==> src/sv/fcp_pkg.sv <==
// Shared types, codes and reply tables for the serial command parser.
// No dependencies; every other file refers to this package by scoped names.
package fcp_pkg;

   localparam int REPORT_CHANNELS = 16;
   localparam int MASK_W = 16;
   localparam logic [MASK_W-1:0] CHAN_MASK = MASK_W'((33'h1 << REPORT_CHANNELS) - 33'h1);
   localparam logic [MASK_W-1:0] ANALOG_RESET = 16'h0007 & CHAN_MASK;
   localparam logic [MASK_W-1:0] DIGITAL_RESET = 16'h0001 & CHAN_MASK;

   // job queue between parser and result side
   localparam int JOB_DEPTH = 4;
   localparam int JOB_PTR_W = $clog2(JOB_DEPTH);

   // status bytes, after the low nibble is dropped for bytes below 0xF0
   localparam logic [7:0] ST_SYSEX = 8'hF0;
   localparam logic [7:0] ST_DIGITAL = 8'h90;
   localparam logic [7:0] ST_ANALOG = 8'hE0;
   localparam logic [7:0] ST_PIN_MODE = 8'hF4;
   localparam logic [7:0] ST_REP_ANALOG = 8'hC0;
   localparam logic [7:0] ST_REP_DIGITAL = 8'hD0;
   localparam logic [7:0] ST_VERSION = 8'hF9;
   localparam logic [7:0] ST_EOX = 8'hF7;
   localparam logic [7:0] ST_HIGH_BITS = 8'hF0;

   // sysex command bytes
   localparam logic [7:0] SX_FIRMWARE = 8'h79;
   localparam logic [7:0] SX_MAPPING = 8'h69;
   localparam logic [7:0] SX_CAPABILITY = 8'h6B;
   localparam logic [7:0] SX_PIN_STATE = 8'h6D;
   localparam logic [7:0] SX_EXT_ANALOG = 8'h6F;

   localparam logic [7:0] VER_MAJOR = 8'h02;
   localparam logic [7:0] VER_MINOR = 8'h03;

   localparam int IDX_W = 5;
   localparam logic [IDX_W-1:0] VERSION_LAST = 5'd2;
   localparam logic [IDX_W-1:0] FIRMWARE_LAST = 5'd22;
   localparam logic [IDX_W-1:0] NAME_FIRST = 5'd4;
   localparam int NAME_LEN = 18;

   localparam logic [7:0] FW_NAME [NAME_LEN] = '{
      8'h46, 8'h00, 8'h49, 8'h00, 8'h52, 8'h00, 8'h4D, 8'h00, 8'h41, 8'h00,
      8'h54, 8'h00, 8'h41, 8'h00, 8'h2E, 8'h00, 8'h63, 8'h00
   };

   typedef enum logic [3:0] {
      PH_IDLE, PH_SYSEX_CMD, PH_EXT_PIN, PH_EXT_D1, PH_EXT_D2,
      PH_DIG_D1, PH_DIG_D2, PH_ANA_D1, PH_ANA_D2,
      PH_MODE_PIN, PH_MODE_VAL, PH_REP_ANA, PH_REP_DIG
   } phase_type;

   typedef enum logic [2:0] {
      ACT_TX, ACT_PORT, ACT_PWM, ACT_MODE, ACT_MAP, ACT_CAP, ACT_PSTATE
   } action_type;

   typedef enum logic [1:0] {
      JOB_CMD, JOB_VERSION, JOB_FIRMWARE
   } job_kind_type;

   // one decoded message handed from the parser to the result side
   typedef struct packed {
      job_kind_type kind;
      action_type action;
      logic [7:0] target;
      logic [7:0] value;
      logic [MASK_W-1:0] amask;
      logic [MASK_W-1:0] dmask;
   } job_type;

   function automatic logic [MASK_W-1:0] set_bit(input logic [MASK_W-1:0] m,
                                                 input logic [3:0] ch,
                                                 input logic on);
      logic [MASK_W-1:0] r;
      r = m;
      if (5'(ch) < 5'(REPORT_CHANNELS)) begin
         r[ch] = on;
         r = r & CHAN_MASK;
      end
      return r;
   endfunction

   function automatic logic [7:0] reply_byte(input job_kind_type kind,
                                             input logic [IDX_W-1:0] idx);
      logic [7:0] b;
      logic [IDX_W-1:0] n;
      b = 8'h00;
      n = idx - NAME_FIRST;
      if (kind == JOB_VERSION) begin
         case (idx)
            5'd0: b = ST_VERSION;
            5'd1: b = VER_MAJOR;
            default: b = VER_MINOR;
         endcase
      end else begin
         case (idx)
            5'd0: b = ST_SYSEX;
            5'd1: b = SX_FIRMWARE;
            5'd2: b = VER_MAJOR;
            5'd3: b = VER_MINOR;
            FIRMWARE_LAST: b = ST_EOX;
            default: b = (n < 5'(NAME_LEN)) ? FW_NAME[n] : 8'h00;
         endcase
      end
      return b;
   endfunction

   function automatic logic [IDX_W-1:0] job_last_idx(input job_kind_type kind);
      logic [IDX_W-1:0] r;
      case (kind)
         JOB_VERSION: r = VERSION_LAST;
         JOB_FIRMWARE: r = FIRMWARE_LAST;
         default: r = '0;
      endcase
      return r;
   endfunction

endpackage

==> src/sv/fcp_front.sv <==
// Byte parser: phase machine, held message bytes and report enable masks.
// Emits one job per completed non-report message. Depends on fcp_pkg.
module fcp_front (
   input  logic clock,
   input  logic reset,
   input  logic accept,
   input  logic [7:0] rx_byte,
   output logic job_push,
   output fcp_pkg::job_type job
);

   fcp_pkg::phase_type phase_ff, phase_in;
   logic [7:0] held_status_ff, held_status_in;
   logic [7:0] held_target_ff, held_target_in;
   logic [7:0] held_first_ff, held_first_in;
   logic [fcp_pkg::MASK_W-1:0] amask_ff, amask_in;
   logic [fcp_pkg::MASK_W-1:0] dmask_ff, dmask_in;
   logic [7:0] status;
   logic hi_bit;

   assign status = (rx_byte < fcp_pkg::ST_HIGH_BITS) ? (rx_byte & fcp_pkg::ST_HIGH_BITS)
                                                     : rx_byte;
   // extended analog: an end-of-sysex byte in the high data slot counts as zero
   assign hi_bit = (rx_byte == fcp_pkg::ST_EOX) ? 1'b0 : rx_byte[0];

   // next phase
   always_comb begin
      phase_in = phase_ff;
      if (accept) begin
         case (phase_ff)
            fcp_pkg::PH_IDLE: begin
               case (status)
                  fcp_pkg::ST_SYSEX: phase_in = fcp_pkg::PH_SYSEX_CMD;
                  fcp_pkg::ST_DIGITAL: phase_in = fcp_pkg::PH_DIG_D1;
                  fcp_pkg::ST_ANALOG: phase_in = fcp_pkg::PH_ANA_D1;
                  fcp_pkg::ST_PIN_MODE: phase_in = fcp_pkg::PH_MODE_PIN;
                  fcp_pkg::ST_REP_ANALOG: phase_in = fcp_pkg::PH_REP_ANA;
                  fcp_pkg::ST_REP_DIGITAL: phase_in = fcp_pkg::PH_REP_DIG;
                  default: phase_in = fcp_pkg::PH_IDLE;
               endcase
            end
            fcp_pkg::PH_SYSEX_CMD: begin
               phase_in = (rx_byte == fcp_pkg::SX_EXT_ANALOG) ? fcp_pkg::PH_EXT_PIN
                                                              : fcp_pkg::PH_IDLE;
            end
            fcp_pkg::PH_EXT_PIN: phase_in = fcp_pkg::PH_EXT_D1;
            fcp_pkg::PH_EXT_D1: phase_in = fcp_pkg::PH_EXT_D2;
            fcp_pkg::PH_DIG_D1: phase_in = fcp_pkg::PH_DIG_D2;
            fcp_pkg::PH_ANA_D1: phase_in = fcp_pkg::PH_ANA_D2;
            fcp_pkg::PH_MODE_PIN: phase_in = fcp_pkg::PH_MODE_VAL;
            default: phase_in = fcp_pkg::PH_IDLE;
         endcase
      end
   end

   // held bytes, masks and job output
   always_comb begin
      held_status_in = held_status_ff;
      held_target_in = held_target_ff;
      held_first_in = held_first_ff;
      amask_in = amask_ff;
      dmask_in = dmask_ff;
      job_push = 1'b0;
      job.kind = fcp_pkg::JOB_CMD;
      job.action = fcp_pkg::ACT_TX;
      job.target = 8'h00;
      job.value = 8'h00;
      job.amask = amask_ff;
      job.dmask = dmask_ff;
      if (accept) begin
         case (phase_ff)
            fcp_pkg::PH_IDLE: begin
               held_status_in = rx_byte;
               case (status)
                  fcp_pkg::ST_VERSION: begin
                     job_push = 1'b1;
                     job.kind = fcp_pkg::JOB_VERSION;
                  end
                  fcp_pkg::ST_DIGITAL: held_target_in = {4'h0, rx_byte[3:0]};
                  fcp_pkg::ST_ANALOG: held_target_in = {4'h0, rx_byte[3:0]};
                  default: ;
               endcase
            end
            fcp_pkg::PH_SYSEX_CMD: begin
               case (rx_byte)
                  fcp_pkg::SX_FIRMWARE: begin
                     job_push = 1'b1;
                     job.kind = fcp_pkg::JOB_FIRMWARE;
                  end
                  fcp_pkg::SX_MAPPING: begin
                     job_push = 1'b1;
                     job.action = fcp_pkg::ACT_MAP;
                  end
                  fcp_pkg::SX_CAPABILITY: begin
                     job_push = 1'b1;
                     job.action = fcp_pkg::ACT_CAP;
                  end
                  fcp_pkg::SX_PIN_STATE: begin
                     job_push = 1'b1;
                     job.action = fcp_pkg::ACT_PSTATE;
                  end
                  default: ;
               endcase
            end
            fcp_pkg::PH_EXT_PIN: held_target_in = rx_byte;
            fcp_pkg::PH_EXT_D1: held_first_in = rx_byte;
            fcp_pkg::PH_EXT_D2: begin
               job_push = 1'b1;
               job.action = fcp_pkg::ACT_PWM;
               job.target = held_target_ff;
               job.value = {hi_bit, held_first_ff[6:0]};
            end
            fcp_pkg::PH_DIG_D1: held_first_in = rx_byte;
            fcp_pkg::PH_DIG_D2: begin
               job_push = 1'b1;
               job.action = fcp_pkg::ACT_PORT;
               job.target = held_target_ff;
               job.value = {rx_byte[0], held_first_ff[6:0]};
            end
            fcp_pkg::PH_ANA_D1: held_first_in = rx_byte;
            fcp_pkg::PH_ANA_D2: begin
               job_push = 1'b1;
               job.action = fcp_pkg::ACT_PWM;
               job.target = held_target_ff;
               job.value = {rx_byte[0], held_first_ff[6:0]};
            end
            fcp_pkg::PH_MODE_PIN: held_target_in = rx_byte;
            fcp_pkg::PH_MODE_VAL: begin
               job_push = 1'b1;
               job.action = fcp_pkg::ACT_MODE;
               job.target = held_target_ff;
               job.value = rx_byte;
            end
            fcp_pkg::PH_REP_ANA:
               amask_in = fcp_pkg::set_bit(amask_ff, held_status_ff[3:0], rx_byte != 8'h00);
            fcp_pkg::PH_REP_DIG:
               dmask_in = fcp_pkg::set_bit(dmask_ff, held_status_ff[3:0], rx_byte != 8'h00);
            default: ;
         endcase
      end
   end

   always_ff @(posedge clock) begin
      if (reset) begin
         phase_ff <= fcp_pkg::PH_IDLE;
         held_status_ff <= 8'h00;
         held_target_ff <= 8'h00;
         held_first_ff <= 8'h00;
         amask_ff <= fcp_pkg::ANALOG_RESET;
         dmask_ff <= fcp_pkg::DIGITAL_RESET;
      end else begin
         phase_ff <= phase_in;
         held_status_ff <= held_status_in;
         held_target_ff <= held_target_in;
         held_first_ff <= held_first_in;
         amask_ff <= amask_in;
         dmask_ff <= dmask_in;
      end
   end

   a_push_needs_beat: assert property (@(posedge clock) disable iff (reset)
      job_push |-> accept)
      else $error("job pushed without an input beat");

   a_masks_in_range: assert property (@(posedge clock) disable iff (reset)
      ((amask_ff | dmask_ff) & ~fcp_pkg::CHAN_MASK) == '0)
      else $error("report mask bit set beyond channel count");

   a_report_no_job: assert property (@(posedge clock) disable iff (reset)
      (accept && (phase_ff == fcp_pkg::PH_REP_ANA || phase_ff == fcp_pkg::PH_REP_DIG))
      |-> !job_push)
      else $error("report message produced a job");

endmodule

==> src/sv/fcp_job_queue.sv <==
// Short queue of decoded jobs between the parser and the result side.
// Register file with head and tail pointers. Depends on fcp_pkg.
module fcp_job_queue (
   input  logic clock,
   input  logic reset,
   input  logic push_in,
   input  fcp_pkg::job_type push_job,
   output logic full_out,
   input  logic pop_in,
   output logic head_valid,
   output fcp_pkg::job_type head_job
);

   fcp_pkg::job_type entries [fcp_pkg::JOB_DEPTH];
   logic [fcp_pkg::JOB_PTR_W-1:0] wr_ptr_ff, wr_ptr_in;
   logic [fcp_pkg::JOB_PTR_W-1:0] rd_ptr_ff, rd_ptr_in;
   logic [fcp_pkg::JOB_PTR_W:0] count_ff, count_in;
   logic do_push, do_pop;

   assign full_out = (count_ff == (fcp_pkg::JOB_PTR_W+1)'(fcp_pkg::JOB_DEPTH));
   assign head_valid = (count_ff != '0);
   assign head_job = entries[rd_ptr_ff];
   assign do_push = push_in && !full_out;
   assign do_pop = pop_in && head_valid;

   always_comb begin
      wr_ptr_in = do_push ? wr_ptr_ff + 1'b1 : wr_ptr_ff;
      rd_ptr_in = do_pop ? rd_ptr_ff + 1'b1 : rd_ptr_ff;
      count_in = count_ff;
      if (do_push && !do_pop) begin
         count_in = count_ff + 1'b1;
      end else if (do_pop && !do_push) begin
         count_in = count_ff - 1'b1;
      end
   end

   always_ff @(posedge clock) begin
      if (do_push) begin
         entries[wr_ptr_ff] <= push_job;
      end
   end

   always_ff @(posedge clock) begin
      if (reset) begin
         wr_ptr_ff <= '0;
         rd_ptr_ff <= '0;
         count_ff <= '0;
      end else begin
         wr_ptr_ff <= wr_ptr_in;
         rd_ptr_ff <= rd_ptr_in;
         count_ff <= count_in;
      end
   end

   a_no_overflow: assert property (@(posedge clock) disable iff (reset)
      push_in |-> !full_out)
      else $error("job pushed into a full queue");

   a_count_matches_ptrs: assert property (@(posedge clock) disable iff (reset)
      (count_ff <= (fcp_pkg::JOB_PTR_W+1)'(fcp_pkg::JOB_DEPTH)) &&
      ((fcp_pkg::JOB_PTR_W'(wr_ptr_ff - rd_ptr_ff)) ==
       count_ff[fcp_pkg::JOB_PTR_W-1:0]))
      else $error("queue count out of step with pointers");

endmodule

==> src/sv/fcp_back.sv <==
// Result side: expands each job into result beats and holds them in the
// output register until popped. Depends on fcp_pkg.
module fcp_back (
   input  logic clock,
   input  logic reset,
   input  logic head_valid,
   input  fcp_pkg::job_type head_job,
   output logic head_pop,
   input  logic pop,
   output logic empty,
   output logic [2:0] rsp_action,
   output logic [7:0] rsp_target,
   output logic [7:0] rsp_value,
   output logic [7:0] rsp_tx_byte,
   output logic rsp_last,
   output logic [15:0] rsp_analog_report_mask,
   output logic [15:0] rsp_digital_report_mask
);

   logic [fcp_pkg::IDX_W-1:0] idx_ff, idx_in;
   logic valid_ff, valid_in;
   logic advance, beat_last, is_cmd;
   fcp_pkg::action_type action_ff, action_in;
   logic [7:0] target_ff, target_in;
   logic [7:0] value_ff, value_in;
   logic [7:0] tx_ff, tx_in;
   logic last_ff, last_in;
   logic [15:0] amask_ff, amask_in;
   logic [15:0] dmask_ff, dmask_in;

   assign is_cmd = (head_job.kind == fcp_pkg::JOB_CMD);
   assign beat_last = (idx_ff == fcp_pkg::job_last_idx(head_job.kind));
   // load a fresh beat when the output register is free or being drained
   assign advance = head_valid && (!valid_ff || pop);
   assign head_pop = advance && beat_last;

   always_comb begin
      valid_in = valid_ff;
      if (advance) begin
         valid_in = 1'b1;
      end else if (pop) begin
         valid_in = 1'b0;
      end
      idx_in = idx_ff;
      if (advance) begin
         idx_in = beat_last ? '0 : idx_ff + 1'b1;
      end
      action_in = is_cmd ? head_job.action : fcp_pkg::ACT_TX;
      target_in = is_cmd ? head_job.target : 8'h00;
      value_in = is_cmd ? head_job.value : 8'h00;
      tx_in = is_cmd ? 8'h00 : fcp_pkg::reply_byte(head_job.kind, idx_ff);
      last_in = beat_last;
      amask_in = head_job.amask;
      dmask_in = head_job.dmask;
   end

   always_ff @(posedge clock) begin
      if (reset) begin
         valid_ff <= 1'b0;
         idx_ff <= '0;
      end else begin
         valid_ff <= valid_in;
         idx_ff <= idx_in;
      end
   end

   always_ff @(posedge clock) begin
      if (advance) begin
         action_ff <= action_in;
         target_ff <= target_in;
         value_ff <= value_in;
         tx_ff <= tx_in;
         last_ff <= last_in;
         amask_ff <= amask_in;
         dmask_ff <= dmask_in;
      end
   end

   assign empty = !valid_ff;
   assign rsp_action = 3'(action_ff);
   assign rsp_target = target_ff;
   assign rsp_value = value_ff;
   assign rsp_tx_byte = tx_ff;
   assign rsp_last = last_ff;
   assign rsp_analog_report_mask = amask_ff;
   assign rsp_digital_report_mask = dmask_ff;

   a_burst_has_job: assert property (@(posedge clock) disable iff (reset)
      (idx_ff != '0) |-> (head_valid && !is_cmd))
      else $error("burst index running without a burst job");

   a_idx_bounded: assert property (@(posedge clock) disable iff (reset)
      idx_ff <= fcp_pkg::FIRMWARE_LAST)
      else $error("burst index past longest reply");

   a_pop_on_last: assert property (@(posedge clock) disable iff (reset)
      head_pop |=> (valid_ff && last_ff))
      else $error("job retired without a last beat");

endmodule

==> src/sv/firmata_command_parser.sv <==
// Top level of the serial command parser: byte parser, job queue and
// result expander. Depends on fcp_pkg, fcp_front, fcp_job_queue, fcp_back.
//
//  channel   | handshake          | payload
//  ----------+--------------------+-----------------------------------------
//  request   | push / full        | req_rx_byte
//  response  | pop / empty        | rsp_action, rsp_target, rsp_value,
//            |                    | rsp_tx_byte, rsp_last, rsp_*_report_mask
//
// A completed non-report message becomes one job in a four-entry queue; its
// first result beat enters the expander's output register once it is free
// or being popped. Single-result commands retire at one beat a cycle while
// popped; the version reply is 3 beats and the firmware reply 23 at the same
// rate, set by the expander's beat counter. full rises only when four jobs
// are queued, so bytes keep flowing while a burst drains. Reset is
// synchronous and returns the parser to waiting for a status byte, with
// analog reporting on channels 0 to 2 and digital reporting on port 0.
module firmata_command_parser (
   input  logic clock,
   input  logic reset,
   input  logic push,
   output logic full,
   input  logic [7:0] req_rx_byte,
   output logic empty,
   input  logic pop,
   output logic [2:0] rsp_action,
   output logic [7:0] rsp_target,
   output logic [7:0] rsp_value,
   output logic [7:0] rsp_tx_byte,
   output logic rsp_last,
   output logic [15:0] rsp_analog_report_mask,
   output logic [15:0] rsp_digital_report_mask
);

   logic accept;
   logic job_push;
   fcp_pkg::job_type new_job;
   logic head_valid, head_pop;
   fcp_pkg::job_type head_job;

   // a byte is taken whenever there is room for whatever job it may finish
   assign accept = push && !full;

   fcp_front u_front (
      .clock(clock),
      .reset(reset),
      .accept(accept),
      .rx_byte(req_rx_byte),
      .job_push(job_push),
      .job(new_job)
   );

   fcp_job_queue u_queue (
      .clock(clock),
      .reset(reset),
      .push_in(job_push),
      .push_job(new_job),
      .full_out(full),
      .pop_in(head_pop),
      .head_valid(head_valid),
      .head_job(head_job)
   );

   fcp_back u_back (
      .clock(clock),
      .reset(reset),
      .head_valid(head_valid),
      .head_job(head_job),
      .head_pop(head_pop),
      .pop(pop),
      .empty(empty),
      .rsp_action(rsp_action),
      .rsp_target(rsp_target),
      .rsp_value(rsp_value),
      .rsp_tx_byte(rsp_tx_byte),
      .rsp_last(rsp_last),
      .rsp_analog_report_mask(rsp_analog_report_mask),
      .rsp_digital_report_mask(rsp_digital_report_mask)
   );

endmodule

==> config.mk <==
export PLATFORM = sky130hd
export DESIGN_NAME = firmata_command_parser
export DESIGN_NICKNAME = d
export VERILOG_FILES = /design/src/sv/fcp_pkg.sv /design/src/sv/fcp_front.sv /design/src/sv/fcp_job_queue.sv /design/src/sv/fcp_back.sv /design/src/sv/firmata_command_parser.sv
export SDC_FILE = /design/constraint.sdc
export NUM_CORES = 1
export LEC_CHECK = 0
export BUFFER_PORTS_ARGS = -buffer_cell sky130_fd_sc_hd__buf_2
export CAP_MARGIN = 20
export CORE_MARGIN = 4
export CORE_UTILIZATION = 47
export CTS_BUF_LIST = sky130_fd_sc_hd__clkbuf_8
export DETAILED_ROUTE_END_ITERATION = 7
export PLACE_DENSITY_LB_ADDON = 0.2
export SLEW_MARGIN = 5
export SYNTH_ARGS = -nofsm -noshare
export SYNTH_HDL_FRONTEND = slang
export SYNTH_SLANG_ARGS = --single-unit
==> constraint.sdc <==
create_clock -name clock -period 8.03 [get_ports clock]
set_input_delay 1.2045 -clock clock [delete_from_list [all_inputs] [get_ports clock]]
set_output_delay 1.2045 -clock clock [all_outputs]
set_load 0.03 [all_outputs]
==> reports/results.md, run 1 <==
| Stage | Item | Value |
|:---|:---|:---|
| drt | Total Wirelength | 27,000 µm |
| setup path | Maximum fanout encountered on the critical timing path | 53 |
| clock tree | Post-cts repair resize count | 0 |
| layout | Ratio of cells with drive above 1 in the final layout | 0.216 |
| layout | Finished Core Util | 0.536 |
| yosys | Share of synthesized registers carrying an async set or reset | 0 |
| pwr | Power density cells | 276 nW/µm² |
| sta | Hold violation total from the final report | 0 |
| yosys | Post-synthesis cell count | 883 |
| die | Die height | 179 µm |
| yosys | Area fraction in compound gates after synthesis | 0.0338 |
| yosys | Combined area of all synthesized cells | 13,700 µm² |
| yosys | Avg Inst Size Synth | 15.5 µm² |
| setup path | Kind of cell with the highest combined delay on the critical path | simple AND/OR/NAND/NOR gates |
| sta | Setup TNS | 0 ns |
| global routing | Via count of the first global-routing pass | 7,404 |
| yosys | Syn nets | 911 |
| clock tree | Clock input transition at the sequential cells of the worst setup and hold paths | 0.06 ns |
| sta | Maximum frequency from static timing analysis | 264 MHz |
| clock tree | Clk Latency, worst-skew pair | 0.57 ns |
| yosys | Leading area contributor after synthesis | edfxtp_1 |
| flow run | Number of violations of the max-capacitance limit | 0 |
| die | Core area | 28,700 µm² |
| clock tree | Number of clock sinks | 342 |
| clock tree | Count of hold-fix buffers inserted at cts | 0 |
| sta | Post-route minimum period | 3.79 ns |
| min path | Worst hold-check path type | flip-flop to flip-flop |
| die | DIE AREA | 31,900 µm² |
| pwr | Peak supply drop | 0.180 mV |
| die | Placement Rows | 62 |
| layout | Synthesis-to-layout area growth | 12.5% |
| placed design | Detailed placer's ending HPWL | 15,900 µm |
| placed design | Place WS | 4.00 ns |
| global routing | Met3 track demand over resource | 0.0324 |
| sta | Setup violation total in the final timing report | 0 |
| die | Starting density of the core | 0.477 |
| pwr | Static leakage | 5.16 nW |
| clock tree | Deepest clock path buffer count | 3 |
| outcome | Outcome | completed |
| clock tree | TritonCTS clock tree | yes |
| yosys | Top area cells in the synthesized netlist | edfxtp_1, dfxtp_1, mux4_2 |
| setup path | Data arrival time of the critical path | 4.29 ns |
| yosys | Synthesis-stage register bit count | 342 |
| clock tree | Number of buffers created by CTS | 54 |
| global routing | Antenna violations before repair | 1 |
| global routing | Overflow left after global routing | 0 |
| global routing | Gr usage total | 0.172 |
| die | IO Count | 74 |
| yosys | Sequential cell area fraction in the yosys report | 0.699 |
| global routing | Met1 track demand over resource in global routing | 0.254 |
| sta | Final Worst Setup Slack | 4.24 ns |
| sta | Period utilisation layout | 0.472 |
| clock tree | # Post-CTS Setup Buffers | 0 |
| yosys | Adder-cell share of the synthesized area | 0.0152 |
| die | Width of the chip | 179 µm |
| global routing | Layer with the highest usage after global routing | met2 |
| global routing | Largest net degree at the start of global routing | 68 |
| setup path | Most frequent CP cell | inv_1 |
| sta | Smallest hold slack | 0.482 ns |
| yosys | Multiplexer share of the synthesized area | 0.118 |
| setup path | CP Buf/Inv Count | 3 |
| layout | Antenna cell count | 0 |
| sta | Slew at the pin with the worst max-slew slack | 0.928 ns |
| yosys | Warning count from the yosys run | 0 |
| sta | Unrepaired setup endpoints after global routing | false |
| drt | Number of DRC violations after detailed routing | 0 |
| drt | Total vias in the final route | 7,478 |
| sta | Slew Limit Headroom | 0.381 |
| sta | Worst-case clock skew | 0.0175 ns |
| setup path | Critical path, cell by cell | mux4_2 > inv_1 > ha_1 > or3_1 > a2111oi_2 > and2_1 > inv_1 > ha_1 > inv_1 > fa_1 > xor2_1 > or3_1 > a21oi_1 |
| global routing | Wire length of the first global-routing pass | 42,300 µm |
| setup path | Delay of the slowest cell on the worst path | 0.87 ns |
| clock tree | Clock Root Buffer | clkbuf_8 |
| yosys | Number of flops mapped to enable cells by yosys | 272 |
| yosys | Library cells used by synthesis | 60 |
| clock tree | Level count of the clock H-tree | 2 |
| setup path | Cell at the slowest stage of the critical path | dfxtp_4 |
| drt | Per-cell routed wire length | 19.5 µm |
| drt | Drt via density | 5.40 |
| setup path | Crit Path Class | flip-flop to flip-flop |
| yosys | Top-area cell type share of the netlist area | 0.597 |
| drt | Remaining number of nets flagged by the antenna check after routing | 0 |
| placed design | Count of buffers from port buffering | 73 |
| drt | Length of the first detailed-routing pass in iterations | 5 |
| setup path | Worst Setup Start Kind | flip-flop |
| setup path | Required time of the critical path | 8.52 ns |
| global routing | Grt met2 use | 0.266 |
| placed design | RD Place Congestion | 0.922 |
| yosys | Main combinational cell family by area after synthesis | multiplexers |
| sta | Final Slew Violations | 0 |
| layout | Nets | 986 |
| drt | Count of routing violations after the opening detailed-route iteration | 647 |
| yosys | Simple-gate portion of the synthesized area | 0.102 |
| yosys | Parity-gate share of the synthesized area counting xor and xnor cells | 0.00832 |
| yosys | Top flip-flop cell by instance count after synthesis | edfxtp_1 |
| setup path | Endpoint class of the critical path | flip-flop |
## cell families after synthesis
kind of cell | after synthesis
simple gates | 273
flops | 342
mux | 95
compound gates | 68
xor+xnor | 13
fa+ha+maj | 16
buf+inv | 76
## placed cells by master, fill, tap and decap left out, types with 5 or more instances in the layout
cell type,n
mux4_2,53
dfxtp_1,68
mux2i_1,38
o21ai_0,20
nand2_1,23
clkbuf_8,58
inv_1,44
and2_1,31
nor2_1,94
nor3_1,44
xor2_1,5
a21oi_1,11
edfxtp_1,272
nand2b_1,19
buf_2,73
ha_1,15
xnor2_1,8
nand4_1,7
clkinv_1,5
clkinv_2,6
a22oi_1,9
nor4_1,11
nand3_1,12
## final timing paths
path	slack (ns)	depth (start not counted)	to	start
min reg2reg	0.48	2	u_front.held_target_ff[5]	u_front.held_target_ff[5]
max reg2reg	4.24	13	u_queue.count_ff[2]	flip-flop
min	0.48	2	u_front.held_target_ff[5]	u_front.held_target_ff[5]
max	4.24	13	u_queue.count_ff[2]	flip-flop
## cells in the mapped netlist, types with 5 or more instances
cell      instances
edfxtp_1        272
nor2_1           94
dfxtp_1          70
mux4_2           53
clkbuf_1         45
nor3_1           44
mux2i_1          38
and2_1           35
nand2_1          23
o21ai_0          20
nand2b_1         19
inv_1            18
ha_1             15
a21oi_1          12
nand3_1          12
nor4_1           11
a22oi_1           9
buf_2             8
xnor2_1           8
nand4_1           7
xor2_1            5
## stage by stage
step	std cells	power [mW]	area (µm²)
6_report	1386	4.25	15400
5_1_grt	1386	4.45	15400
4_1_cts	1386	4.31	15400
3_5_place_dp	1286	2.89	14300
3_3_place_gp	1286	2.88	14300
2_1_floorplan	883	2.70	13700
## worst min-delay path: stages, from the launching register on
cell and delay (ns):
dfxtp_1 0.31, nand2b_1 0.06, o21ai_0 0.06
## state kept, by name, indices dropped and copies added (netlist names), 4 cells and up, named ones only
name / cells
u_back.rsp_tx_byte: 8
u_front.dmask_ff: 16
u_front.held_target_ff: 8
u_front.amask_ff: 16
u_queue.entries: 212
u_back.rsp_digital_report_mask: 16
u_back.rsp_analog_report_mask: 16
u_front.held_first_ff: 7
u_front.held_status_ff: 4
u_back.idx_ff: 5
u_back.rsp_value: 8
u_front.phase_ff: 4
u_back.rsp_target: 8
## where the power goes
| group | internal (mW) | total [mW] | switching [mW] |
|---|---|---|---|
| logic | 0.217 | 0.702 | 0.485 |
| registers | 2.07 | 2.14 | 0.0691 |
| clock network | 0.763 | 1.41 | 0.648 |
| total | 3.05 | 4.25 | 1.20 |
## final cells by class
class / count / area, µm²
fill: 2373 / 13300
sequential: 342 / 9580
multi-input combinational: 465 / 3820
clock buffer: 58 / 798
tap: 384 / 480
timing repair buffer: 77 / 395
clock inverter: 42 / 253
inverter: 18 / 67.6
## routing by layer
metal | up-vias | part of all wire
met1 | 3721 | 0.46
li1 | 3512 | -
met2 | 196 | 0.46
met4 | 2 | 0.019
met5 | - | 0.00026
met3 | 47 | 0.057
Power figures use the tool's default switching activity.
==> inputs of run 2 (changes only) <==
--- a/config.mk
+++ b/config.mk
@@ -5,6 +5,7 @@
 export SDC_FILE = /design/constraint.sdc
 export NUM_CORES = 1
 export LEC_CHECK = 0
+export ABC_AREA = 1
 export BUFFER_PORTS_ARGS = -buffer_cell sky130_fd_sc_hd__buf_2
 export CAP_MARGIN = 20
 export CORE_MARGIN = 4
==> constraint.sdc (replaced) <==
create_clock -name clock -period 3.8 [get_ports clock]
set_input_delay 0.57 -clock clock [delete_from_list [all_inputs] [get_ports clock]]
set_output_delay 0.57 -clock clock [all_outputs]
set_load 0.03 [all_outputs]
==> run 2 against run 1 <==
Effect of this change: sequential share of layout area shrank 1.5 points; design area grew 2.5%; sequential power grew 120%; clock skew grew 0.0016 ns; total power grew 140%; fmax grew 20%; global-route usage grew 0.38 points; register-to-register slack lost 3.6 ns; first-iteration DRC count grew 5.4%; clock power grew 99%.
==> reports/results.md, run 2 <==
| Stage | Item | Value | Delta |
|:---|:---|:---|:---|
| layout | Fin cells | 1,794 | was 1,386 |
| global routing | Gr usage total | 0.176 | was 0.172 |
| setup path | Data arrival time of the critical path | 3.61 ns | was 4.29 ns |
| yosys | Post-synthesis cell count | 1,267 | was 883 |
| global routing | Via count of the first global-routing pass | 8,810 | was 7,404 |
| layout | Antenna cell count | 0 | unchanged |
| yosys | Syn nets | 1,295 | was 911 |
| sta | Post-route minimum period | 3.15 ns | was 3.79 ns |
| global routing | Wire length of the first global-routing pass | 46,700 µm | was 42,300 µm |
| yosys | Most frequent cells after synthesis | edfxtp_1, nor2_1, nand2_1, o21ai_0, a21oi_1 | was edfxtp_1, nor2_1, dfxtp_1, mux4_2, clkbuf_1 |
| setup path | Crit Path Class | flip-flop to flip-flop | unchanged |
| die | DIE AREA | 32,500 µm² | was 31,900 µm² |
| placed design | Placed instance area | 14,800 µm² | was 14,300 µm² |
| setup path | Cell at the slowest stage of the critical path | fa_1 | was dfxtp_4 |
| drt | Length of the first detailed-routing pass in iterations | 5 | unchanged |
| yosys | Combined area of all synthesized cells | 13,900 µm² | was 13,700 µm² |
| drt | Count of routing violations after the opening detailed-route iteration | 682 | was 647 |
| sta | Period utilisation layout | 0.829 | was 0.472 |
| drt | Total Wirelength | 29,300 µm | was 27,000 µm |
| setup path | Kind of cell with the highest combined delay on the critical path | adder cells | was simple AND/OR/NAND/NOR gates |
| setup path | Required time of the critical path | 4.26 ns | was 8.52 ns |
| sta | Slew Limit Headroom | 0.286 | was 0.381 |
| yosys | Most common cell in the netlist | edfxtp_1 | unchanged |
| layout | Ratio of cells with drive above 1 in the final layout | 0.155 | was 0.216 |
| die | Starting density of the core | 0.481 | was 0.477 |
| clock tree | Deepest clock path buffer count | 3 | unchanged |
| global routing | Largest net degree at the start of global routing | 87 | was 68 |
| setup path | CP Buf/Inv Count | 3 | unchanged |
| placed design | RD Place Congestion | 0.900 | was 0.922 |
| layout | Synthesis-to-layout area growth | 13.1% | was 12.5% |
| yosys | Synthesis-stage register bit count | 342 | unchanged |
| die | Die height | 180 µm | was 179 µm |
| layout | Nets | 1,392 | was 986 |
| placed design | Count of placed standard cells including taps | 1,692 | was 1,286 |
| sta | Hold violation total from the final report | 0 | unchanged |
| setup path | Critical path, cell by cell | buf_4 > nand2_1 > a32oi_1 > inv_1 > ha_1 > a21oi_1 > nand2_1 > a21oi_1 > nand2_1 > ha_1 > inv_1 > fa_1 > o21ai_0 > a21oi_1 | was mux4_2 > inv_1 > ha_1 > or3_1 > a2111oi_2 > and2_1 > inv_1 > ha_1 > inv_1 > fa_1 > xor2_1 > or3_1 > a21oi_1 |
| sta | Unrepaired setup endpoints after global routing | false | unchanged |
| die | Core area | 29,000 µm² | was 28,700 µm² |
| die | Width of the chip | 180 µm | was 179 µm |
| layout | Most common cell after layout, fill and taps aside | edfxtp_1 | unchanged |
| setup path | Maximum fanout encountered on the critical timing path | 17 | was 53 |
| drt | Total vias in the final route | 9,331 | was 7,478 |
| layout | Register with the most flip-flops | u_queue.entries | unchanged |
| clock tree | Number of clock sinks | 342 | unchanged |
| outcome | Outcome | completed | unchanged |
| layout | Footprint of the multi-input gates | 3870 µm² | was 3820 µm² |
| drt | Per-cell routed wire length | 16.3 µm | was 19.5 µm |
| pwr | Static leakage | 5.81 nW | was 5.16 nW |
| clock tree | Clk Latency, worst-skew pair | 0.58 ns | was 0.57 ns |
| sta | Maximum frequency from static timing analysis | 318 MHz | was 264 MHz |
| min path | Hold Path Stages | 3 | was 2 |
| clock tree | Clock input transition at the sequential cells of the worst setup and hold paths | 0.06 ns | about the same |
| min path | Launch instance of the worst min-delay path | req_rx_byte[7] | was u_front.held_target_ff[5] |
| sta | Slew at the pin with the worst max-slew slack | 1.06 ns | was 0.928 ns |
| sta | Setup violation total in the final timing report | 0 | unchanged |
| clock tree | Clock Root Buffer | clkbuf_8 | unchanged |
| setup path | Flop-to-flop setup slack | 0.65 ns | was 4.24 ns |
| setup path | Endpoint class of the critical path | flip-flop | unchanged |
| drt | Drt via density | 5.20 | was 5.40 |
| min path | Worst hold-check path type | input pin to flip-flop | was flip-flop to flip-flop |
| yosys | Number of flops mapped to enable cells by yosys | 272 | unchanged |
| global routing | Antenna violations before repair | 0 | was 1 |
| clock tree | Count of hold-fix buffers inserted at cts | 0 | unchanged |
| clock tree | Number of buffers created by CTS | 54 | unchanged |
| layout | Sequential cell area | 9570 µm² | was 9580 µm² |
| drt | Remaining number of nets flagged by the antenna check after routing | 0 | unchanged |
| die | IO Count | 74 | unchanged |
| yosys | Library cells used by synthesis | 40 | was 60 |
| placed design | Count of buffers from port buffering | 73 | unchanged |
| die | Placement Rows | 62 | unchanged |
| setup path | Worst Setup Start Kind | flip-flop | unchanged |
| pwr | Power density cells | 659 nW/µm² | was 276 nW/µm² |
| clock tree | # Post-CTS Setup Buffers | 0 | unchanged |
| sta | Final Slew Violations | 0 | unchanged |
| clock tree | TritonCTS clock tree | yes | unchanged |
| setup path | Delay of the slowest cell on the worst path | 0.40 ns | was 0.87 ns |
| layout | Fillers | 2,575 | was 2,373 |
| clock tree | Post-cts repair resize count | 0 | unchanged |
| setup path | Number of cells on the critical path | 14 | was 13 |
| sta | Worst-case clock skew | 0.0191 ns | was 0.0175 ns |
| yosys | Warning count from the yosys run | 0 | unchanged |
| yosys | Share of synthesized registers carrying an async set or reset | 0 | unchanged |
| sta | Smallest hold slack | 0.342 ns | was 0.482 ns |
| placed design | Detailed placer's ending HPWL | 17,900 µm | was 15,900 µm |
| pwr | Total chip power | 10.4 mW | was 4.25 mW |
| setup path | Register-to-Register Path Depth | 14 | was 13 |
| drt | Number of DRC violations after detailed routing | 0 | unchanged |
| yosys | Leading area contributor after synthesis | edfxtp_1 | unchanged |
| pwr | Peak supply drop | 0.368 mV | was 0.180 mV |
| global routing | Overflow left after global routing | 0 | unchanged |
| yosys | Top area cells in the synthesized netlist | edfxtp_1, dfxtp_1, nor2_1 | was edfxtp_1, dfxtp_1, mux4_2 |
| layout | Leading cell types in the layout, fill and taps excluded | edfxtp_1, nor2_1, nand2_1 | was edfxtp_1, nor2_1, buf_2 |
| placed design | Place WS | 0.693 ns | was 4.00 ns |
| yosys | Sequential cell area fraction in the yosys report | 0.686 | was 0.699 |
| sta | Final Worst Setup Slack | 0.651 ns | was 4.24 ns |
| flow run | Number of violations of the max-capacitance limit | 0 | unchanged |
| layout | Final Cell Area | 15,800 µm² | was 15,400 µm² |
| layout | Number of flip-flops under the largest register name | 212 | unchanged |
| yosys | Top-area cell type share of the netlist area | 0.586 | was 0.597 |
| yosys | Avg Inst Size Synth | 11.0 µm² | was 15.5 µm² |
| yosys | Top flip-flop cell by instance count after synthesis | edfxtp_1 | unchanged |
| clock tree | Level count of the clock H-tree | 2 | unchanged |
==> run 2: cell count changes after synthesis, sizes merged, moves of 53 or more <==
cell   change
a21oi     +82
nand2    +143
inv       +57
mux4      -53
nor2     +176
o21ai    +111
==> run 2: worst paths after layout <==
kind | endpoint
worst min-delay path | u_front.held_target_ff[7]
worst max-delay path | u_queue.count_ff[1]
worst min register to register | flip-flop
worst max register to register | u_queue.count_ff[1]
==> run 2: cells by family (layout without fill, tap and decap cells) <==
| group | Yosys count | count (layout) | synth area share |
|---|---|---|---|
| adder cells (fa/ha/maj) | 16 | 16 | 0.0149 |
| AO/OA/AOI/OAI | 270 | 270 | 0.107 |
| XOR/XNOR | 3 | 3 | 0.00188 |
| buffers and inverters | 133 | 276 | 0.0388 |
| AND/OR/NAND/NOR | 503 | 503 | 0.151 |
| flip-flops | 342 | 342 | 0.686 |
==> run 2: worst reg2reg max path, delay by kind of cell, from the launching register on <==
| kind | cells | cell delay [ns] |
|---|---|---|
| adder cells (fa/ha/maj) | 3 | 0.96 |
| AO/OA/AOI/OAI | 5 | 0.93 |
| buffers and inverters | 3 | 0.43 |
| flip-flops | 1 | 0.37 |
| AND/OR/NAND/NOR | 3 | 0.33 |
==> run 2: report_power, final <==
group	switching [mW]	internal [mW]
Sequential	0.125	4.63
Combinational	2.14	0.687
Clock	1.35	1.46
Total	3.62	6.78
==> run 2: area by class of cell <==
class | count | area share
Clock buffer | 54 | 0.0471
Clock inverter | 48 | 0.0159
Timing Repair Buffer | 96 | 0.0357
Inverter | 78 | 0.0186
Tap cell | 384 | 0.0305
Sequential cell | 342 | 0.607
Multi-Input combinational cell | 792 | 0.246
==> run 2: per-layer routing <==
| layer | up-vias | routed length, µm | track usage |
|---|---|---|---|
| li1 | 4616 | - | - |
| met1 | 4463 | 13600 | 0.244 |
| met2 | 215 | 13800 | 0.290 |
| met3 | 37 | 1390 | 0.0337 |
| met4 | 0 | 455 | 0.0408 |
| met5 | - | 0 | 0 |
==> run 2: per-stage QoR <==
stage	util	TNS, ns
finish	0.544	0
global route	0.544	0
CTS	0.544	0
detailed placement	0.509	0
global placement	0.509	0
floorplan	-	-64.84
==> inputs of run 3 (changes only) <==
==> constraint.sdc (replaced) <==
create_clock -name clock -period 3.2 [get_ports clock]
set_input_delay 0.48 -clock clock [delete_from_list [all_inputs] [get_ports clock]]
set_output_delay 0.48 -clock clock [all_outputs]
set_load 0.03 [all_outputs]
==> run 3 against run 2 <==
Effect of this change: sequential cell count did not move; largest power group unchanged; hold slack worse by 0.10 ns; design area up 0.42%; critical path type unchanged; clock skew up 0.0023 ns; largest cell class unchanged; final cell count about the same; sequential power grew 19%.
==> reports/results.md, run 3 (synthesis results as in run 2) <==
| Stage | Item | Value | Delta |
|:---|:---|:---|:---|
| outcome | Outcome | completed | unchanged |
| clock tree | Number of clock sinks | 342 | unchanged |
| clock tree | Level count of the clock H-tree | 2 | unchanged |
| setup path | Worst Setup Start Kind | flip-flop | unchanged |
| min path | Hold Path Stages | 3 | unchanged |
| layout | Synthesis-to-layout area growth | 13.6% | was 13.1% |
| die | Width of the chip | 180 µm | unchanged |
| clock tree | Clock Root Buffer | clkbuf_8 | unchanged |
| global routing | Via count of the first global-routing pass | 9,079 | was 8,810 |
| placed design | RD Place Congestion | 0.907 | was 0.900 |
| drt | Count of routing violations after the opening detailed-route iteration | 692 | was 682 |
| die | Placement Rows | 62 | unchanged |
| drt | Total vias in the final route | 9,384 | was 9,331 |
| clock tree | Post-cts repair resize count | 0 | unchanged |
| sta | Unrepaired setup endpoints after global routing | false | unchanged |
| min path | Endpoint with the worst hold slack | u_front.held_target_ff[7] | unchanged |
| clock tree | Deepest clock path buffer count | 3 | unchanged |
| setup path | Maximum fanout encountered on the critical timing path | 8 | was 17 |
| global routing | Wire length of the first global-routing pass | 48,000 µm | was 46,700 µm |
| layout | Sequential cell area | 9570 µm² | unchanged |
| die | Core area | 29,000 µm² | unchanged |
| pwr | Peak supply drop | 0.377 mV | was 0.368 mV |
| setup path | Register-to-Register Path Depth | 14 | unchanged |
| layout | Fillers | 2,543 | was 2,575 |
| setup path | Data arrival time of the critical path | 3.30 ns | was 3.61 ns |
| die | DIE AREA | 32,500 µm² | unchanged |
| sta | Worst-case clock skew | 0.0214 ns | was 0.0191 ns |
| layout | Number of flip-flops under the largest register name | 212 | unchanged |
| sta | Post-route minimum period | 2.84 ns | was 3.15 ns |
| flow run | Number of violations of the max-capacitance limit | 0 | unchanged |
| setup path | Flop-to-flop setup slack | 0.36 ns | was 0.65 ns |
| die | Die height | 180 µm | unchanged |
| layout | Register with the most flip-flops | u_queue.entries | unchanged |
| sta | Hold violation total from the final report | 0 | unchanged |
| layout | Leading cell types in the layout, fill and taps excluded | edfxtp_1, nor2_1, nand2_1 | unchanged |
| drt | Remaining number of nets flagged by the antenna check after routing | 0 | unchanged |
| sta | Setup violation total in the final timing report | 0 | unchanged |
| pwr | Static leakage | 5.80 nW | was 5.81 nW |
| layout | Most common cell after layout, fill and taps aside | edfxtp_1 | unchanged |
| global routing | Largest net degree at the start of global routing | 67 | was 87 |
| die | Starting density of the core | 0.481 | unchanged |
| placed design | Placed instance area | 14,800 µm² | about the same |
| drt | Number of DRC violations after detailed routing | 0 | unchanged |
| sta | Setup TNS | 0 ns | unchanged |
| drt | Length of the first detailed-routing pass in iterations | 5 | unchanged |
| layout | Nets | 1,394 | was 1,392 |
| sta | Final Slew Violations | 0 | unchanged |
| global routing | Overflow left after global routing | 0 | unchanged |
| placed design | Count of buffers from port buffering | 73 | unchanged |
| min path | Launch instance of the worst min-delay path | req_rx_byte[7] | unchanged |
| setup path | Crit Path Class | flip-flop to flip-flop | unchanged |
| layout | Final Cell Area | 15,800 µm² | about the same |
| min path | Worst hold-check path type | input pin to flip-flop | unchanged |
| sta | Slew at the pin with the worst max-slew slack | 0.929 ns | was 1.06 ns |
| clock tree | Clock input transition at the sequential cells of the worst setup and hold paths | 0.06 ns | about the same |
| drt | Per-cell routed wire length | 16.7 µm | was 16.3 µm |
| layout | Antenna cell count | 0 | unchanged |
| clock tree | TritonCTS clock tree | yes | unchanged |
| setup path | Worst flop-to-flop path endpoint | u_queue.count_ff[1] | unchanged |
| clock tree | Clk Latency, worst-skew pair | 0.59 ns | was 0.58 ns |
| setup path | Required time of the critical path | 3.67 ns | was 4.26 ns |
| drt | Total Wirelength | 29,900 µm | was 29,300 µm |
| clock tree | Number of buffers created by CTS | 55 | was 54 |
| pwr | Power density cells | 789 nW/µm² | was 659 nW/µm² |
| global routing | Antenna violations before repair | 0 | unchanged |
| clock tree | Count of hold-fix buffers inserted at cts | 0 | unchanged |
| layout | Finished Core Util | 0.546 | was 0.544 |
| layout | Footprint of the multi-input gates | 3870 µm² | unchanged |
| layout | Ratio of cells with drive above 1 in the final layout | 0.160 | was 0.155 |
| die | IO Count | 74 | unchanged |
| global routing | Gr usage total | 0.181 | was 0.176 |
| setup path | Endpoint class of the critical path | flip-flop | unchanged |
| drt | Drt via density | 5.23 | was 5.20 |
| sta | Maximum frequency from static timing analysis | 352 MHz | was 318 MHz |
| sta | Slew Limit Headroom | 0.380 | was 0.286 |
| clock tree | # Post-CTS Setup Buffers | 0 | unchanged |
| sta | Period utilisation layout | 0.887 | was 0.829 |
| placed design | Detailed placer's ending HPWL | 18,400 µm | was 17,900 µm |
-- run 3: power breakdown --
group | total [mW] | internal [mW] | switching, mW
sequential | 5.67 | 5.50 | 0.163
clock | 3.45 | 1.82 | 1.63
combinational | 3.39 | 0.845 | 2.54
-- run 3: stage by stage --
| stage | setup WS [ns] | std cells | total power [mW] | hold slack, ns |
|---|---|---|---|---|
| 3_3_place_gp | 0.432 | 1693 | 9.14 | 0.456 |
| 6_report | 0.363 | 1793 | 12.5 | 0.238 |
| 2_1_floorplan | -0.816 | 1267 | 8.16 | 0.431 |
| 3_5_place_dp | 0.355 | 1693 | 9.19 | 0.455 |
| 5_1_grt | 0.110 | 1793 | 13.2 | 0.223 |
| 4_1_cts | 0.343 | 1793 | 12.7 | 0.212 |
-- run 3: worst max path at each step --
| stage | end | depth (start not counted) | startpoint | slack [ns] |
|---|---|---|---|---|
| 2_1_floorplan | u_queue.entries[0][0] | 11 | req_rx_byte[0] | -0.82 |
| 3_3_place_gp | u_queue.count_ff[2] | 16 | flip-flop | 0.43 |
| 3_5_place_dp | u_queue.count_ff[1] | 13 | flip-flop | 0.36 |
| 4_1_cts | u_queue.count_ff[1] | 14 | flip-flop | 0.34 |
| 5_1_grt | u_queue.count_ff[2] | 17 | flip-flop | 0.11 |
| 6_report | u_queue.count_ff[1] | 14 | flip-flop | 0.36 |
-- run 3: cell type report --
cell class | count | area share
Clock buffer | 61 | 0.0530
Clock inverter | 39 | 0.0119
Inverter | 78 | 0.0186
Multi-Input combinational cell | 792 | 0.245
Sequential cell | 342 | 0.604
Tap cell | 384 | 0.0303
Timing Repair Buffer | 97 | 0.0376
-- run 3: critical path, stage by stage (launching register included) --
cell and delay, ns:
dfxtp_2 0.36, inv_2 0.11, nand2_1 0.06, a32oi_1 0.24, inv_1 0.10, ha_1 0.32
a21oi_1 0.14, nand2_1 0.06, a21oi_1 0.18, nand2_1 0.17, ha_1 0.23, inv_1 0.09
fa_1 0.42, o21ai_0 0.15, a21oi_1 0.07
-- run 3: metal layers --
metal / global-route usage / share of wire / vias to the layer above
met4: 0.0529 / 0.020 / 0
met1: 0.252 / 0.45 / 4502
li1: - / - / 4604
met5: 0 / 0 / -
met3: 0.0331 / 0.052 / 45
met2: 0.294 / 0.48 / 233
